==> config.mk <==
export PLATFORM = sky130hd
export DESIGN_NAME = navtex_message_framer
export DESIGN_NICKNAME = d
export VERILOG_FILES = /design/src/hw/rtl/nmf_pkg.sv /design/src/hw/rtl/nmf_ctrl.sv /design/src/hw/rtl/nmf_datapath.sv /design/src/hw/rtl/navtex_message_framer.sv
export SDC_FILE = /design/constraint.sdc
export NUM_CORES = 1
export LEC_CHECK = 0
export BUFFER_PORTS_ARGS = -buffer_cell sky130_fd_sc_hd__buf_4
export CAP_MARGIN = 10
export CORE_MARGIN = 3
export CORE_UTILIZATION = 35
export CTS_CLUSTER_DIAMETER = 60
export DETAILED_ROUTE_END_ITERATION = 12
export PLACE_DENSITY_LB_ADDON = 0.08
export SKIP_LAST_GASP = 1
export SLEW_MARGIN = 5
export SYNTH_ARGS = -nofsm -noshare
export SYNTH_HDL_FRONTEND = slang
export SYNTH_SLANG_ARGS = --single-unit
==> constraint.sdc <==
create_clock -name clock -period 17.8 [get_ports clock]
set_input_delay 0 -clock clock [delete_from_list [all_inputs] [get_ports clock]]
set_output_delay 0 -clock clock [all_outputs]
set_load 0.01 [all_outputs]
==> src/hw/rtl/nmf_pkg.sv <==
// shared types and constants for the navtex message framer
`default_nettype none

package nmf_pkg;

   localparam int OUT_POS_W = 48;

   localparam logic [1:0] MODE_HUNT     = 2'd0;
   localparam logic [1:0] MODE_PREAMBLE = 2'd1;
   localparam logic [1:0] MODE_BODY     = 2'd2;

   localparam logic [1:0] EMIT_HOLD     = 2'd0;
   localparam logic [1:0] EMIT_ROUTE    = 2'd1;
   localparam logic [1:0] EMIT_END_CUT  = 2'd2;
   localparam logic [1:0] EMIT_END_DONE = 2'd3;

   localparam logic       CSR_MAX_BODY  = 1'b0;

   localparam logic [6:0]  CH_Z      = 7'h5A;
   localparam logic [6:0]  CH_C      = 7'h43;
   localparam logic [6:0]  CH_N      = 7'h4E;
   localparam logic [6:0]  CH_QMARK  = 7'h3F;
   localparam logic [16:0] CH_SPACE  = 17'h00020;
   localparam logic [15:0] GL_CR     = 16'd13;
   localparam logic [15:0] GL_LF     = 16'd10;
   localparam logic [6:0]  LOST_KEY  = 7'h01;
   localparam logic [19:0] LOST_SAT  = 20'hFFFFF;
   localparam logic [20:0] LEN_SAT   = 21'h100000;
   localparam logic [19:0] MAX_BODY_RESET = 20'd16384;

   typedef struct packed {
      logic        kind;
      logic [15:0] text_glyph;
      logic        text_lost;
      logic        complete;
      logic [6:0]  area;
      logic [6:0]  subject;
      logic [6:0]  serial;
      logic        serial_ok;
      logic        header_clean;
      logic [19:0] lost_count;
      logic [47:0] start_pos;
   } nmf_res_type;

   typedef struct packed {
      logic       load_item;
      logic       set_epoch;
      logic       tail_upd;
      logic       clear_cut;
      logic       zczc_apply;
      logic       nnnn_apply;
      logic       pre_store;
      logic       parse_init;
      logic       parse_step;
      logic       parse_apply;
      logic       body_take;
      logic       pre_take;
      logic       set_begun;
      logic       pop_route;
      logic       dq_append;
      logic       drain_load_full;
      logic       drain_load_zczc;
      logic       drain_dec;
      logic       hold_append;
      logic       hold_pop;
      logic       dq_clear;
      logic       emit;
      logic [1:0] emit_sel;
      logic       flush;
   } nmf_cmd_type;

   typedef struct packed {
      logic [1:0] mode;
      logic       ep_diff;
      logic       is_shift;
      logic       zczc;
      logic       nnnn;
      logic       item_le;
      logic       begun;
      logic       pre_last;
      logic       pidx_end;
      logic       dq_full;
      logic       drain_zero;
      logic       hold_empty;
      logic       hold_full;
      logic       route_le;
      logic       emit_ok;
      logic       pend_v;
      logic       out_free;
      logic       len_over;
   } nmf_sts_type;

endpackage

`default_nettype wire

==> src/hw/rtl/nmf_ctrl.sv <==
// sequencer for the framer: steps each word through tail, preamble and body work
`default_nettype none

module nmf_ctrl
   import nmf_pkg::*;
(
   input  wire logic        clock,
   input  wire logic        reset,
   input  wire logic        req_valid,
   output logic             req_ready,
   input  wire nmf_sts_type st,
   output nmf_cmd_type      cmd
);

   localparam logic [3:0] S_IDLE    = 4'd0;
   localparam logic [3:0] S_EPOCH   = 4'd1;
   localparam logic [3:0] S_CHAR    = 4'd2;
   localparam logic [3:0] S_PARSE   = 4'd3;
   localparam logic [3:0] S_PUSHPRE = 4'd4;
   localparam logic [3:0] S_PUSH    = 4'd5;
   localparam logic [3:0] S_ROUTE   = 4'd6;
   localparam logic [3:0] S_DRAIN   = 4'd7;
   localparam logic [3:0] S_RELEASE = 4'd8;
   localparam logic [3:0] S_ENDREC  = 4'd9;
   localparam logic [3:0] S_BODYCHK = 4'd10;
   localparam logic [3:0] S_FINISH  = 4'd11;

   localparam logic [1:0] CONT_CHAR = 2'd0;
   localparam logic [1:0] CONT_ZCZC = 2'd1;
   localparam logic [1:0] CONT_LEN  = 2'd2;

   localparam logic RET_DRAIN = 1'b0;
   localparam logic RET_PUSH  = 1'b1;
   localparam logic PUSH_PRE  = 1'b0;
   localparam logic PUSH_BODY = 1'b1;

   logic [3:0] state_ff, state_in;
   logic [1:0] cont_ff, cont_in;
   logic       route_ret_ff, route_ret_in;
   logic       push_ret_ff, push_ret_in;
   logic       pre_push_ff, pre_push_in;
   logic [3:0] route_back;

   assign route_back = (route_ret_ff == RET_DRAIN) ? S_DRAIN : S_PUSH;

   always_comb begin
      cmd          = '0;
      req_ready    = 1'b0;
      state_in     = state_ff;
      cont_in      = cont_ff;
      route_ret_in = route_ret_ff;
      push_ret_in  = push_ret_ff;
      pre_push_in  = pre_push_ff;
      unique case (state_ff)
         S_IDLE: begin
            req_ready = 1'b1;
            if (req_valid) begin
               cmd.load_item = 1'b1;
               state_in = S_EPOCH;
            end
         end
         S_EPOCH: begin
            state_in = S_CHAR;
            if (st.ep_diff) begin
               cmd.set_epoch = 1'b1;
               if (st.mode != MODE_HUNT) begin
                  cmd.drain_load_full = 1'b1;
                  cont_in = CONT_CHAR;
                  state_in = S_DRAIN;
               end else begin
                  cmd.clear_cut = 1'b1;
               end
            end
         end
         S_CHAR: begin
            if (st.is_shift) begin
               state_in = S_FINISH;
            end else begin
               cmd.tail_upd = 1'b1;
               if (st.zczc) begin
                  if (st.mode != MODE_HUNT) begin
                     cmd.drain_load_zczc = 1'b1;
                     cont_in = CONT_ZCZC;
                     state_in = S_DRAIN;
                  end else begin
                     cmd.zczc_apply = 1'b1;
                     state_in = S_FINISH;
                  end
               end else if (st.mode == MODE_HUNT) begin
                  state_in = S_FINISH;
               end else if (st.mode == MODE_PREAMBLE) begin
                  if (st.item_le) begin
                     cmd.parse_init = 1'b1;
                     pre_push_in = 1'b0;
                     state_in = S_PARSE;
                  end else begin
                     cmd.pre_store = 1'b1;
                     if (st.pre_last) begin
                        cmd.parse_init = 1'b1;
                        pre_push_in = 1'b1;
                        state_in = S_PARSE;
                     end else begin
                        state_in = S_FINISH;
                     end
                  end
               end else if (!st.begun && st.item_le) begin
                  // leading line ends before the body are skipped
                  state_in = S_FINISH;
               end else begin
                  cmd.body_take = 1'b1;
                  push_ret_in = PUSH_BODY;
                  state_in = S_PUSH;
               end
            end
         end
         S_PARSE: begin
            if (st.pidx_end) begin
               cmd.parse_apply = 1'b1;
               state_in = pre_push_ff ? S_PUSHPRE : S_FINISH;
            end else begin
               cmd.parse_step = 1'b1;
            end
         end
         S_PUSHPRE: begin
            if (st.pidx_end) begin
               cmd.set_begun = 1'b1;
               state_in = S_FINISH;
            end else begin
               cmd.pre_take = 1'b1;
               push_ret_in = PUSH_PRE;
               state_in = S_PUSH;
            end
         end
         S_PUSH: begin
            if (st.dq_full) begin
               cmd.pop_route = 1'b1;
               route_ret_in = RET_PUSH;
               state_in = S_ROUTE;
            end else begin
               cmd.dq_append = 1'b1;
               state_in = (push_ret_ff == PUSH_PRE) ? S_PUSHPRE : S_BODYCHK;
            end
         end
         S_ROUTE: begin
            if (st.route_le) begin
               if (st.hold_full) begin
                  // full hold lets the oldest line end go
                  if (st.emit_ok) begin
                     cmd.emit = 1'b1;
                     cmd.emit_sel = EMIT_HOLD;
                     cmd.hold_append = 1'b1;
                     state_in = route_back;
                  end
               end else begin
                  cmd.hold_append = 1'b1;
                  state_in = route_back;
               end
            end else if (!st.hold_empty) begin
               if (st.emit_ok) begin
                  cmd.emit = 1'b1;
                  cmd.emit_sel = EMIT_HOLD;
                  cmd.hold_pop = 1'b1;
               end
            end else if (st.emit_ok) begin
               cmd.emit = 1'b1;
               cmd.emit_sel = EMIT_ROUTE;
               state_in = route_back;
            end
         end
         S_DRAIN: begin
            if (!st.drain_zero) begin
               cmd.pop_route = 1'b1;
               cmd.drain_dec = 1'b1;
               route_ret_in = RET_DRAIN;
               state_in = S_ROUTE;
            end else begin
               state_in = S_RELEASE;
            end
         end
         S_RELEASE: begin
            if (!st.hold_empty) begin
               if (st.emit_ok) begin
                  cmd.emit = 1'b1;
                  cmd.emit_sel = EMIT_HOLD;
                  cmd.hold_pop = 1'b1;
               end
            end else begin
               cmd.dq_clear = 1'b1;
               state_in = S_ENDREC;
            end
         end
         S_ENDREC: begin
            if (st.emit_ok) begin
               cmd.emit = 1'b1;
               cmd.emit_sel = EMIT_END_CUT;
               unique case (cont_ff)
                  CONT_CHAR: begin
                     cmd.clear_cut = 1'b1;
                     state_in = S_CHAR;
                  end
                  CONT_ZCZC: begin
                     cmd.zczc_apply = 1'b1;
                     state_in = S_FINISH;
                  end
                  default: begin
                     cmd.clear_cut = 1'b1;
                     state_in = S_FINISH;
                  end
               endcase
            end
         end
         S_BODYCHK: begin
            if (st.nnnn) begin
               if (st.emit_ok) begin
                  cmd.emit = 1'b1;
                  cmd.emit_sel = EMIT_END_DONE;
                  cmd.nnnn_apply = 1'b1;
                  state_in = S_FINISH;
               end
            end else if (st.len_over) begin
               cmd.drain_load_full = 1'b1;
               cont_in = CONT_LEN;
               state_in = S_DRAIN;
            end else begin
               state_in = S_FINISH;
            end
         end
         S_FINISH: begin
            if (!st.pend_v) begin
               state_in = S_IDLE;
            end else if (st.out_free) begin
               cmd.flush = 1'b1;
               state_in = S_IDLE;
            end
         end
         default: begin
            state_in = S_IDLE;
         end
      endcase
   end

   always_ff @(posedge clock) begin
      if (reset) begin
         state_ff <= S_IDLE;
      end else begin
         state_ff <= state_in;
      end
      cont_ff      <= cont_in;
      route_ret_ff <= route_ret_in;
      push_ret_ff  <= push_ret_in;
      pre_push_ff  <= pre_push_in;
   end

endmodule

`default_nettype wire

==> src/hw/rtl/nmf_datapath.sv <==
// framer datapath: tail, preamble store, header, delay line, line end hold, result stage
`default_nettype none

module nmf_datapath
   import nmf_pkg::*;
#(
   parameter int PREAMBLE_MAX  = 8,
   parameter int LINE_END_HOLD = 8,
   parameter int POS_BITS      = 48
)
(
   input  wire logic        clock,
   input  wire logic        reset,
   input  wire nmf_cmd_type cmd,
   output nmf_sts_type      st,
   input  wire logic [15:0] req_glyph,
   input  wire logic        req_lost,
   input  wire logic [47:0] req_sample_pos,
   input  wire logic [15:0] req_phase_epoch,
   input  wire logic [19:0] max_body,
   input  wire logic        rsp_ready,
   output logic             rsp_valid,
   output nmf_res_type      rsp_res,
   output logic             rsp_last
);

   localparam int PW = (POS_BITS < OUT_POS_W) ? POS_BITS : OUT_POS_W;
   localparam int PD = PREAMBLE_MAX + 1;
   localparam int IW = $clog2(PD);
   localparam int LW = $clog2(PD + 1);
   localparam int H  = LINE_END_HOLD;
   localparam int HW = $clog2(H + 1);

   function automatic logic is_letter(input logic [16:0] e);
      return (e >= 17'h41) && (e <= 17'h5A);
   endfunction

   function automatic logic is_digit(input logic [16:0] e);
      return (e >= 17'h30) && (e <= 17'h39);
   endfunction

   function automatic logic is_le(input logic [16:0] e);
      return !e[16] && ((e[15:0] == GL_CR) || (e[15:0] == GL_LF));
   endfunction

   // current item
   logic [15:0]   glyph_ff, glyph_in;
   logic          lost_ff, lost_in;
   logic [PW-1:0] pos_ff, pos_in;
   logic [15:0]   ep_ff, ep_in;
   // framing state
   logic [1:0]    mode_ff, mode_in;
   logic [15:0]   epoch_ff, epoch_in;
   logic [6:0]    tk_ff [4];
   logic [6:0]    tk_in [4];
   logic [6:0]    tk_nx [4];
   logic [PW-1:0] tp_ff [4];
   logic [PW-1:0] tp_in [4];
   logic [PW-1:0] tp_nx [4];
   logic [2:0]    tn_ff, tn_in, tn_nx;
   logic [16:0]   pre_ff [PD];
   logic [16:0]   pre_in [PD];
   logic [LW-1:0] plen_ff, plen_in;
   logic [LW-1:0] pidx_ff, pidx_in;
   logic          sc_space_ff, sc_space_in;
   logic [2:0]    sc_nb_ff, sc_nb_in;
   logic [16:0]   sc_b_ff [4];
   logic [16:0]   sc_b_in [4];
   logic          begun_ff, begun_in;
   logic [20:0]   blen_ff, blen_in;
   logic [6:0]    area_ff, area_in;
   logic [6:0]    subj_ff, subj_in;
   logic [6:0]    serial_ff, serial_in;
   logic          ser_ok_ff, ser_ok_in;
   logic          clean_ff, clean_in;
   logic [PW-1:0] start_ff, start_in;
   logic [19:0]   lostt_ff, lostt_in;
   logic [16:0]   dq_ff [4];
   logic [16:0]   dq_in [4];
   logic [2:0]    dqn_ff, dqn_in;
   logic [H-1:0]  hold_ff, hold_in;
   logic [HW-1:0] holdn_ff, holdn_in;
   logic [16:0]   push_ff, push_in;
   logic [16:0]   route_ff, route_in;
   logic [2:0]    drain_ff, drain_in;
   // result stage
   nmf_res_type   pend_ff, pend_in;
   logic          pend_v_ff, pend_v_in;
   nmf_res_type   out_ff, out_in;
   logic          out_v_ff, out_v_in;
   logic          out_last_ff, out_last_in;

   logic [6:0]    key;
   logic [16:0]   item_e;
   logic [16:0]   pre_rd;
   logic [16:0]   take_e;
   logic          do_clear;
   logic          out_free;
   logic          emit_ok;
   logic          hb;
   logic [HW-1:0] hwr;
   logic [3:0]    d2, d3;
   logic          sok;
   nmf_res_type   res_new;

   assign item_e = {lost_ff, glyph_ff};
   assign key    = (lost_ff || (glyph_ff >= 16'h0080)) ? LOST_KEY : glyph_ff[6:0];
   assign pre_rd = pre_ff[pidx_ff[IW-1:0]];
   assign out_free = !out_v_ff || rsp_ready;
   assign emit_ok  = !pend_v_ff || out_free;

   // tail after taking this item's key
   always_comb begin
      tk_nx = tk_ff;
      tp_nx = tp_ff;
      if (tn_ff >= 3'd4) begin
         tk_nx[0] = tk_ff[1];
         tk_nx[1] = tk_ff[2];
         tk_nx[2] = tk_ff[3];
         tk_nx[3] = key;
         tp_nx[0] = tp_ff[1];
         tp_nx[1] = tp_ff[2];
         tp_nx[2] = tp_ff[3];
         tp_nx[3] = pos_ff;
         tn_nx = 3'd4;
      end else begin
         tk_nx[tn_ff[1:0]] = key;
         tp_nx[tn_ff[1:0]] = pos_ff;
         tn_nx = tn_ff + 3'd1;
      end
   end

   always_comb begin
      st.mode       = mode_ff;
      st.ep_diff    = ep_ff != epoch_ff;
      st.is_shift   = !lost_ff && (glyph_ff == 16'd0);
      st.zczc       = (tn_ff >= 3'd3) && (tk_nx[0] == CH_Z) && (tk_nx[1] == CH_C)
                      && (tk_nx[2] == CH_Z) && (tk_nx[3] == CH_C);
      st.nnnn       = (tn_ff == 3'd4) && (tk_ff[0] == CH_N) && (tk_ff[1] == CH_N)
                      && (tk_ff[2] == CH_N) && (tk_ff[3] == CH_N);
      st.item_le    = is_le(item_e);
      st.begun      = begun_ff;
      st.pre_last   = plen_ff == LW'(PREAMBLE_MAX);
      st.pidx_end   = pidx_ff == plen_ff;
      st.dq_full    = dqn_ff == 3'd4;
      st.drain_zero = drain_ff == 3'd0;
      st.hold_empty = holdn_ff == '0;
      st.hold_full  = holdn_ff == HW'(H);
      st.route_le   = is_le(route_ff);
      st.emit_ok    = emit_ok;
      st.pend_v     = pend_v_ff;
      st.out_free   = out_free;
      st.len_over   = blen_ff > {1'b0, max_body};
   end

   always_comb begin
      res_new = '0;
      unique case (cmd.emit_sel)
         EMIT_HOLD: begin
            res_new.text_glyph = hold_ff[0] ? GL_LF : GL_CR;
         end
         EMIT_ROUTE: begin
            res_new.text_glyph = route_ff[15:0];
            res_new.text_lost  = route_ff[16];
         end
         EMIT_END_CUT, EMIT_END_DONE: begin
            res_new.kind         = 1'b1;
            res_new.complete     = cmd.emit_sel == EMIT_END_DONE;
            res_new.area         = area_ff;
            res_new.subject      = subj_ff;
            res_new.serial       = serial_ff;
            res_new.serial_ok    = ser_ok_ff;
            res_new.header_clean = clean_ff;
            res_new.lost_count   = lostt_ff;
            res_new.start_pos    = OUT_POS_W'(start_ff);
         end
         default: begin
            res_new = '0;
         end
      endcase
   end

   assign d2  = sc_b_ff[2][3:0];
   assign d3  = sc_b_ff[3][3:0];
   assign sok = is_digit(sc_b_ff[2]) && is_digit(sc_b_ff[3]);
   assign hb  = route_ff[15:0] == GL_LF;
   assign take_e = cmd.body_take ? item_e : pre_rd;

   always_comb begin
      glyph_in = glyph_ff;
      lost_in  = lost_ff;
      pos_in   = pos_ff;
      ep_in    = ep_ff;
      mode_in  = mode_ff;
      epoch_in = epoch_ff;
      tk_in    = tk_ff;
      tp_in    = tp_ff;
      tn_in    = tn_ff;
      pre_in   = pre_ff;
      plen_in  = plen_ff;
      pidx_in  = pidx_ff;
      sc_space_in = sc_space_ff;
      sc_nb_in = sc_nb_ff;
      sc_b_in  = sc_b_ff;
      begun_in = begun_ff;
      blen_in  = blen_ff;
      area_in  = area_ff;
      subj_in  = subj_ff;
      serial_in = serial_ff;
      ser_ok_in = ser_ok_ff;
      clean_in = clean_ff;
      start_in = start_ff;
      lostt_in = lostt_ff;
      dq_in    = dq_ff;
      dqn_in   = dqn_ff;
      hold_in  = hold_ff;
      holdn_in = holdn_ff;
      push_in  = push_ff;
      route_in = route_ff;
      drain_in = drain_ff;
      pend_in  = pend_ff;
      pend_v_in = pend_v_ff;
      out_in   = out_ff;
      out_v_in = out_v_ff && !rsp_ready;
      out_last_in = out_last_ff;
      hwr      = holdn_ff;
      do_clear = cmd.clear_cut || cmd.zczc_apply || cmd.nnnn_apply;

      if (cmd.load_item) begin
         glyph_in = req_glyph;
         lost_in  = req_lost;
         pos_in   = req_sample_pos[PW-1:0];
         ep_in    = req_phase_epoch;
      end
      if (cmd.set_epoch) begin
         epoch_in = ep_ff;
      end
      if (cmd.tail_upd) begin
         tk_in = tk_nx;
         tp_in = tp_nx;
         tn_in = tn_nx;
      end

      // preamble store and its scan
      if (cmd.pre_store) begin
         pre_in[plen_ff[IW-1:0]] = item_e;
         plen_in = plen_ff + LW'(1);
      end
      if (cmd.parse_init) begin
         pidx_in = '0;
         sc_space_in = 1'b0;
         sc_nb_in = 3'd0;
      end
      if (cmd.parse_step) begin
         pidx_in = pidx_ff + LW'(1);
         if ((sc_nb_ff == 3'd0) && (pre_rd == CH_SPACE)) begin
            sc_space_in = 1'b1;
         end else begin
            if (sc_nb_ff < 3'd4) begin
               sc_b_in[sc_nb_ff[1:0]] = pre_rd;
            end
            if (sc_nb_ff < 3'd5) begin
               sc_nb_in = sc_nb_ff + 3'd1;
            end
         end
      end
      if (cmd.parse_apply) begin
         pidx_in = '0;
         mode_in = MODE_BODY;
         if (sc_nb_ff >= 3'd4) begin
            area_in   = is_letter(sc_b_ff[0]) ? sc_b_ff[0][6:0] : CH_QMARK;
            subj_in   = is_letter(sc_b_ff[1]) ? sc_b_ff[1][6:0] : CH_QMARK;
            ser_ok_in = sok;
            serial_in = sok ? (7'(d2) * 7'd10 + 7'(d3)) : 7'd0;
            clean_in  = sc_space_ff && (sc_nb_ff == 3'd4) && is_letter(sc_b_ff[0])
                        && is_letter(sc_b_ff[1]) && sok;
         end
      end

      // characters entering the delay line
      if (cmd.body_take || cmd.pre_take) begin
         push_in = take_e;
         if (take_e[16] && (lostt_ff < LOST_SAT)) begin
            lostt_in = lostt_ff + 20'd1;
         end
      end
      if (cmd.body_take) begin
         begun_in = 1'b1;
         if (blen_ff < LEN_SAT) begin
            blen_in = blen_ff + 21'd1;
         end
      end
      if (cmd.pre_take) begin
         pidx_in = pidx_ff + LW'(1);
      end
      if (cmd.set_begun) begin
         begun_in = 1'b1;
      end
      if (cmd.pop_route) begin
         route_in = dq_ff[0];
         dq_in[0] = dq_ff[1];
         dq_in[1] = dq_ff[2];
         dq_in[2] = dq_ff[3];
         dqn_in   = dqn_ff - 3'd1;
      end
      if (cmd.dq_append) begin
         dq_in[dqn_ff[1:0]] = push_ff;
         dqn_in = dqn_ff + 3'd1;
      end
      if (cmd.drain_load_full) begin
         drain_in = dqn_ff;
      end
      if (cmd.drain_load_zczc) begin
         // the ZCZ of the new opening stays behind
         drain_in = (dqn_ff == 3'd4) ? 3'd1 : 3'd0;
      end
      if (cmd.drain_dec) begin
         drain_in = drain_ff - 3'd1;
      end
      if (cmd.dq_clear) begin
         dqn_in = 3'd0;
      end

      // line end hold
      if (cmd.hold_pop || (cmd.hold_append && (holdn_ff == HW'(H)))) begin
         hold_in = hold_ff >> 1;
         hwr     = HW'(H - 1);
      end
      if (cmd.hold_pop) begin
         holdn_in = holdn_ff - HW'(1);
      end
      if (cmd.hold_append) begin
         for (int i = 0; i < H; i++) begin
            if (HW'(i) == hwr) begin
               hold_in[i] = hb;
            end
         end
         holdn_in = hwr + HW'(1);
      end

      // message clear, as on cut off, opening and closing
      if (do_clear) begin
         area_in   = CH_QMARK;
         subj_in   = CH_QMARK;
         serial_in = 7'd0;
         ser_ok_in = 1'b0;
         clean_in  = 1'b0;
         lostt_in  = 20'd0;
         start_in  = '0;
         plen_in   = '0;
         blen_in   = 21'd0;
         begun_in  = 1'b0;
         dqn_in    = 3'd0;
         holdn_in  = '0;
         mode_in   = MODE_HUNT;
      end
      if (cmd.clear_cut) begin
         tn_in = 3'd0;
      end
      if (cmd.zczc_apply) begin
         start_in = tp_in[0];
         mode_in  = MODE_PREAMBLE;
      end

      // two-deep result stage so the final word of an item can carry last
      if (cmd.emit) begin
         pend_in   = res_new;
         pend_v_in = 1'b1;
         if (pend_v_ff) begin
            out_in      = pend_ff;
            out_last_in = 1'b0;
            out_v_in    = 1'b1;
         end
      end
      if (cmd.flush) begin
         out_in      = pend_ff;
         out_last_in = 1'b1;
         out_v_in    = 1'b1;
         pend_v_in   = 1'b0;
      end
   end

   always_ff @(posedge clock) begin
      if (reset) begin
         mode_ff   <= MODE_HUNT;
         epoch_ff  <= 16'd0;
         tn_ff     <= 3'd0;
         plen_ff   <= '0;
         begun_ff  <= 1'b0;
         blen_ff   <= 21'd0;
         area_ff   <= CH_QMARK;
         subj_ff   <= CH_QMARK;
         serial_ff <= 7'd0;
         ser_ok_ff <= 1'b0;
         clean_ff  <= 1'b0;
         start_ff  <= '0;
         lostt_ff  <= 20'd0;
         dqn_ff    <= 3'd0;
         holdn_ff  <= '0;
         pend_v_ff <= 1'b0;
         out_v_ff  <= 1'b0;
      end else begin
         mode_ff   <= mode_in;
         epoch_ff  <= epoch_in;
         tn_ff     <= tn_in;
         plen_ff   <= plen_in;
         begun_ff  <= begun_in;
         blen_ff   <= blen_in;
         area_ff   <= area_in;
         subj_ff   <= subj_in;
         serial_ff <= serial_in;
         ser_ok_ff <= ser_ok_in;
         clean_ff  <= clean_in;
         start_ff  <= start_in;
         lostt_ff  <= lostt_in;
         dqn_ff    <= dqn_in;
         holdn_ff  <= holdn_in;
         pend_v_ff <= pend_v_in;
         out_v_ff  <= out_v_in;
      end
      glyph_ff    <= glyph_in;
      lost_ff     <= lost_in;
      pos_ff      <= pos_in;
      ep_ff       <= ep_in;
      tk_ff       <= tk_in;
      tp_ff       <= tp_in;
      pre_ff      <= pre_in;
      pidx_ff     <= pidx_in;
      sc_space_ff <= sc_space_in;
      sc_nb_ff    <= sc_nb_in;
      sc_b_ff     <= sc_b_in;
      dq_ff       <= dq_in;
      hold_ff     <= hold_in;
      push_ff     <= push_in;
      route_ff    <= route_in;
      drain_ff    <= drain_in;
      pend_ff     <= pend_in;
      out_ff      <= out_in;
      out_last_ff <= out_last_in;
   end

   assign rsp_valid = out_v_ff;
   assign rsp_res   = out_ff;
   assign rsp_last  = out_last_ff;

   a_dq_bound: assert property (@(posedge clock) disable iff (reset) dqn_ff <= 3'd4)
      else $error("delay line count beyond four");
   a_hold_bound: assert property (@(posedge clock) disable iff (reset)
      holdn_ff <= HW'(H))
      else $error("line end hold count beyond its depth");
   a_flush_last: assert property (@(posedge clock) disable iff (reset)
      cmd.flush |=> (rsp_valid && rsp_last))
      else $error("flushed word not shown as last");

endmodule

`default_nettype wire

==> src/hw/rtl/navtex_message_framer.sv <==
// navtex message framer top level: register port, sequencer and datapath
//
//  channel | ports  | handshake          | word
//  input   | req_*  | req_valid/ready    | one decoded character
//  result  | rsp_*  | rsp_valid/ready    | text character or message end record
//  config  | csr_*  | apb, pready tied 1 | max_body_chars at byte address 0
//
// one character at a time: a shift or hunt character passes the epoch check, character
// step and finish before the next req_ready; a body character adds a push and a body
// check, with further steps for overflows, held line ends and result words; ending an
// overlong preamble scans the stored entries and pushes each; a cut off drains each
// delay line entry, releases the held line ends and emits the end record.
// synchronous reset, no clearing pass; req_ready is low while a character is in work.
// a stalled rsp_ready holds the sequencer only when both result registers are full.
`default_nettype none

module navtex_message_framer
   import nmf_pkg::*;
#(
   parameter int PREAMBLE_MAX  = 8,
   parameter int LINE_END_HOLD = 8,
   parameter int POS_BITS      = 48
)
(
   input  wire logic        clock,
   input  wire logic        reset,
   input  wire logic        req_valid,
   output logic             req_ready,
   input  wire logic [15:0] req_glyph,
   input  wire logic        req_lost,
   input  wire logic [47:0] req_sample_pos,
   input  wire logic [15:0] req_phase_epoch,
   output logic             rsp_valid,
   input  wire logic        rsp_ready,
   output logic             rsp_kind,
   output logic [15:0]      rsp_text_glyph,
   output logic             rsp_text_lost,
   output logic             rsp_complete,
   output logic [6:0]       rsp_area,
   output logic [6:0]       rsp_subject,
   output logic [6:0]       rsp_serial,
   output logic             rsp_serial_ok,
   output logic             rsp_header_clean,
   output logic [19:0]      rsp_lost_count,
   output logic [47:0]      rsp_start_pos,
   output logic             rsp_last,
   input  wire logic        csr_psel,
   input  wire logic        csr_penable,
   input  wire logic        csr_pwrite,
   input  wire logic [2:0]  csr_paddr,
   input  wire logic [31:0] csr_pwdata,
   output logic [31:0]      csr_prdata,
   output logic             csr_pready
);

   logic [19:0] max_body_ff, max_body_in;
   logic        csr_hit;
   nmf_cmd_type cmd;
   nmf_sts_type st;
   nmf_res_type res;

   assign csr_pready = 1'b1;
   assign csr_hit    = csr_paddr[2] == CSR_MAX_BODY;
   assign max_body_in = (csr_psel && csr_penable && csr_pwrite && csr_hit)
                        ? csr_pwdata[19:0] : max_body_ff;
   assign csr_prdata = csr_hit ? {12'd0, max_body_ff} : 32'd0;

   always_ff @(posedge clock) begin
      if (reset) begin
         max_body_ff <= MAX_BODY_RESET;
      end else begin
         max_body_ff <= max_body_in;
      end
   end

   nmf_ctrl u_ctrl (
      .clock     (clock),
      .reset     (reset),
      .req_valid (req_valid),
      .req_ready (req_ready),
      .st        (st),
      .cmd       (cmd)
   );

   nmf_datapath #(
      .PREAMBLE_MAX  (PREAMBLE_MAX),
      .LINE_END_HOLD (LINE_END_HOLD),
      .POS_BITS      (POS_BITS)
   ) u_datapath (
      .clock           (clock),
      .reset           (reset),
      .cmd             (cmd),
      .st              (st),
      .req_glyph       (req_glyph),
      .req_lost        (req_lost),
      .req_sample_pos  (req_sample_pos),
      .req_phase_epoch (req_phase_epoch),
      .max_body        (max_body_ff),
      .rsp_ready       (rsp_ready),
      .rsp_valid       (rsp_valid),
      .rsp_res         (res),
      .rsp_last        (rsp_last)
   );

   assign rsp_kind         = res.kind;
   assign rsp_text_glyph   = res.text_glyph;
   assign rsp_text_lost    = res.text_lost;
   assign rsp_complete     = res.complete;
   assign rsp_area         = res.area;
   assign rsp_subject      = res.subject;
   assign rsp_serial       = res.serial;
   assign rsp_serial_ok    = res.serial_ok;
   assign rsp_header_clean = res.header_clean;
   assign rsp_lost_count   = res.lost_count;
   assign rsp_start_pos    = res.start_pos;

endmodule

`default_nettype wire
Word-level counts from Yosys, hierarchy flattened
Cells that the tools add are included.
- memory bits (read-only): 0
- RAM bits: 0
- bits in latches: 0
- output and inout port bits: 146
- memories kept: 0
- bits of input ports: 123
- flip-flop bits (word level): 1040
- shifts and indexed selects: 0
- equality and inequality tests: 64
- add/subtract/negate cells: 12
- reductions and logical operators: 87
- $lt $le $gt $ge: 26
- $mul: 1
- muxes and demuxes: 198
- bitwise operators: 10
- div/mod/pow operators: 0
- operator list (kind ; count):
    2-to-1 mux 192 bit ; 2
    2-to-1 mux 110 bit ; 3
    bitwise mux 192 bit ; 1
    bitwise mux 153 bit ; 1
    2-to-1 mux 48 bit ; 3
    2-to-1 mux 4 bit ; 35
    bitwise mux 68 bit ; 2
    2-to-1 mux 17 bit ; 6
    demux 48 bit (select 2 bit) ; 1
    2-to-1 mux 1 bit ; 79
    binary-select mux 17 bit (select 4 bit) ; 1
    demux 17 bit (select 2 bit) ; 2
    demux 17 bit (select 4 bit) ; 1
    2-to-1 mux 68 bit ; 1
    == test 16 x 4 -> 1 bit, second input constant ; 4
    2-to-1 mux 3 bit ; 21
    == test 7 bit, second input constant ; 8
    2-to-1 mux 51 bit ; 1
    case mux 4 bit (12 select lines) ; 1
    2-to-1 mux 7 bit ; 5
    greater-or-equal comparator 17 x 6 -> 1 bit, second input constant ; 2
    greater-or-equal comparator 17 x 7 -> 1 bit, second input constant ; 2
    less-or-equal comparator 17 x 6 -> 1 bit, second input constant ; 2
    less-or-equal comparator 17 x 7 -> 1 bit, second input constant ; 2
    other kinds (65) ; 212

Logic depth before layout (Yosys ltp)
- word-level depth: 19
- gate-level depth with buffers: 15
- gate-level depth less buffers: 12

Modules after synthesis
Synthesis repeated with hierarchy kept, for this count alone.
- cells, all modules: 3065
- area total of the unflattened synthesis: 41603.7 sq um
- modules (own cells, without submodules) (module ; times used ; cells an instance ; area an instance (sq um)):
    nmf_datapath ; 1 ; 2776 ; 39281.4
    nmf_ctrl ; 1 ; 164 ; 1162.4
    navtex_message_framer ; 1 ; 125 ; 1159.9

Worst setup path after synthesis
OpenSTA, ideal clock, no wires.
- path type: flip-flop to flip-flop
- start: register u_ctrl.state_ff[3]
- end: register u_datapath.out_ff, in the netlist u_datapath.rsp_res[0] (enable)
- data arrival time: 12327 ps
- cell stages (with the launch flop): 9
- library setup time: 488 ps
- required time: 17312 ps
- path slack: 4985 ps
- cells stage by stage: dfxtp_1 -> clkbuf_1 -> clkbuf_1 -> nand3_1 -> o31ai_1 -> a21oi_1 -> o21ai_0 -> nand2_1 -> nand2b_1
- RTL lines (element ; RTL line ; text):
    start: declaration ; nmf_ctrl.sv:37 ; logic [3:0] state_ff, state_in;
    start signal: assignment ; nmf_ctrl.sv:246 ; state_ff <= state_in;
    end signal: assignment ; nmf_datapath.sv:438 ; out_ff <= out_in;
    end: declaration ; nmf_datapath.sv:89 ; nmf_res_type out_ff, out_in;

==> results.yml <==
synth:
  synth_top_area_share_pct: 54.92
  synth_common_cells: "edfxtp_1 (757), dfxtp_1 (283), nand2_1 (200), o21ai_0 (175), nor2_1 (167)"
  yosys_most_used_dff: "edfxtp_1"
  yosysWarnings: 0
  syn_area_mm2: 0.04139
  synth_edf_count: 757
  ys_seq_area_share_pct: 68.61
  yosysTopAreaCell: "edfxtp_1"
  async_reset_ff_share_pct: 0
  synth_cells: 3045
  ys_types: 86
  ys_ff_latch: 1040
  yosysMostFrequentCell: "edfxtp_1"
  synth.avg_cell_area_um2: 13.59
  synth.top_cells.by_area: "edfxtp_1 (55%), dfxtp_1 (14%), a22o_1 (3.1%)"
detailed_routing:
  dr.pass1.iters: 5
  drt.antenna.violating_nets: 0
  via_count: 25960
  drt_iter0_drc: 1805
  wl_um: 103900
  wl_per_cell_um: 20.38
  drc: 0
  vias_per_cell: 5.089
floorplanning:
  die_x_um: 349.9
  die_height_um: 349.9
  initial_core_util_pct: 35.42
  fp.coreArea_mm2: 0.1168
  die_area_mm2: 0.1224
  ioPinCount: 269
  rows: 125
timing:
  period_needed_ps: 5415
  period_share_pct: 30.42
  fin_setup_tns_ps: 0
  slew_headroom_pct: 19.47
  tightest_slew_ps: 1208
  grt_setup_unrepaired: "false"
  fin_skew_ps: 29.72
  slew_viol_final: 0
  setup_violations: 0
  max_freq_mhz: 184.7
  hold_viol: 0
final_layout:
  area_growth_pct: 22.59
  fin_util_pct: 43.43
  drive_gt1_share_pct: 15.46
  fin_nets: 3647
grt:
  antenna_found_initial: 3
  grt_pass1_vias: 26190
  use_met1_pct: 23.15
  grt_start_max_net_pins: 89
  grt_pass1_wl_um: 158600
  met3_usage_pct: 2.831
  met2_usage_pct: 27.06
  grt_remaining_overflow: 0
  grt-busiest-layer: "met2"
  grt_use_total_pct: 16.71
critical_path:
  start_kind: "flip-flop"
  cp.arrival_ps: 5720
  crit_path_max_incr_delay_ps: 830
  critPathRequiredTime_ps: 18110
  path_max_fanout: 88
  critPathMostFrequentCell: "buf_4"
  crit_type: "flip-flop to flip-flop"
  cp_slowest_cell: "buf_4"
  crit_chain: "inv_1, ha_4, buf_4, and4b_1, nand4_1, nor3_1, and3_1, nor2_4, o21ai_4, nand2_1, nand2b_4, buf_4"
  setup.worst_path.end_class: "flip-flop"
clocking:
  clkTransAtPathRegs_ps: 60
  post-cts-setup-buffers: 0
  clock_latency_ps: 710
  clkSinkCount: 1040
  cts_buffers: 119
  htreeDepth: 3
  clockBufferDepth: 3
  cts_tree: "done"
  clockRootBuffer: "clkbuf_16"
worst_hold_path:
  hp-class: "primary input to flip-flop"
power_and_ir_drop:
  totalPowerFinal_mw: 6.206
  ir_drop_v: 0.00007936
  leakage_nw: 17.55
  power.density_mw_per_mm2: 122.3
outcome:
  outcome: "completed"
placement:
  io_buffers: 241
  gp_congestion: 0.8435
  dpl.hpwl_um: 63050
flow_run:
  cap_violations: 0
[layout by cell type, fill, tap and decap left out, types with 15 or more instances in the layout]
cell type and count:
xnor2_1 29, buf_4 286, a22o_1 146, nand3_1 41, a21oi_1 86, inv_1 71
xor2_1 23, and2_1 78, nor2b_1 153, nor2_1 159, nor4_1 27, clkbuf_1 22
clkinv_2 20, mux2i_1 87, ha_1 48, dlygate4sd3_1 192, a22oi_1 65, edfxtp_1 757
nor3_1 40, o21ai_0 173, dfxtp_1 282, nand2_1 200, mux2_1 15, clkinv_1 19
a31oi_1 59, nand4_1 30, a21o_1 15, clkbuf_16 120, nand2b_1 15, mux4_2 34
[final cells by class]
| type | instances | area, µm² |
|---|---|---|
| timing repair buffer | 479 | 4074 |
| tap | 1524 | 1907 |
| sequential | 1040 | 28400 |
| clock buffer | 150 | 3196 |
| fill | 10620 | 66090 |
| clock inverter | 75 | 785.8 |
| inverter | 74 | 277.8 |
| multi-input combinational | 1758 | 12090 |
| antenna | 1 | 2.502 |
[through the flow]
stage,instances,instance area [µm²],setup WS [ps],hold slack (ps)
floorplan,3056,41430,4985,98.87
global placement,4682,44830,12450,178.5
detailed placement,4682,44830,12340,179.3
CTS,5099,50730,12310,0.07955
global route,5100,50730,12000,19.36
finish,5101,50740,12390,49.12
[where the power goes]
| part | internal [mW] | leakage, nW | switching (mW) |
|---|---|---|---|
| Clock | 1.45 | 1.94 | 1.01 |
| Combinational | 0.273 | 6.34 | 0.507 |
| Sequential | 2.83 | 9.27 | 0.140 |
[registers in the layout, indices dropped and copies added (netlist names), 21 cells and up]
| signal | cells |
|---|---|
| u_datapath.tp_ff | 192 |
| u_datapath.pre_ff | 153 |
| u_datapath.pend_ff | 110 |
| u_datapath.rsp_res | 110 |
| u_datapath.dq_ff | 68 |
| u_datapath.sc_b_ff | 60 |
| u_datapath.pos_ff | 48 |
| u_datapath.start_ff | 48 |
| u_datapath.tk_ff | 28 |
| u_datapath.blen_ff | 21 |
[critical path, delay by kind of cell, from the launching register on]
family,cells,cell delay (ps)
DFF,1,370
adders and majority gates,1,350
buffers and inverters,3,1700
AOI/OAI and AO/OA,1,70
and+or+nand+nor,7,2460
[per-layer routing]
| metal | share of wire (%) | vias up | routed length, µm |
|---|---|---|---|
| li1 | - | 12280 | - |
| met1 | 46 | 12860 | 47890 |
| met2 | 47 | 667 | 48520 |
| met3 | 5.0 | 156 | 5178 |
| met4 | 2.3 | 0 | 2353 |
| met5 | 0 | - | 0 |
[cell families after synthesis]
group / share of synthesized area (%)
multiplexers: 4.444
flip-flops: 68.61
AO/OA/AOI/OAI: 10.29
other: 0.01815
AND/OR/NAND/NOR: 11.28
XOR/XNOR: 1.100
buffers and inverters: 2.633
adder cells (fa/ha/maj): 1.626
[path summary, 6_finish.rpt]
check	startpoint	end	slack, ps	cells past startpoint
max	u_datapath.tn_ff[0]	u_datapath.rsp_res[101]	12390	12
min reg2reg	u_datapath.pend_ff[81]	u_datapath.rsp_res[81]	420	0
max reg2reg	u_datapath.tn_ff[0]	u_datapath.rsp_res[101]	12390	12
min	req_glyph[13]	u_datapath.glyph_ff[13]	50	2
[repair_timing]
| action | CTS | global route |
|---|---|---|
| hold buffers | 192 | 0 |
| gates resized for setup | 0 | 0 |
| hold endpoints to repair | 140 | 0 |
Power figures use the tool's default switching activity.
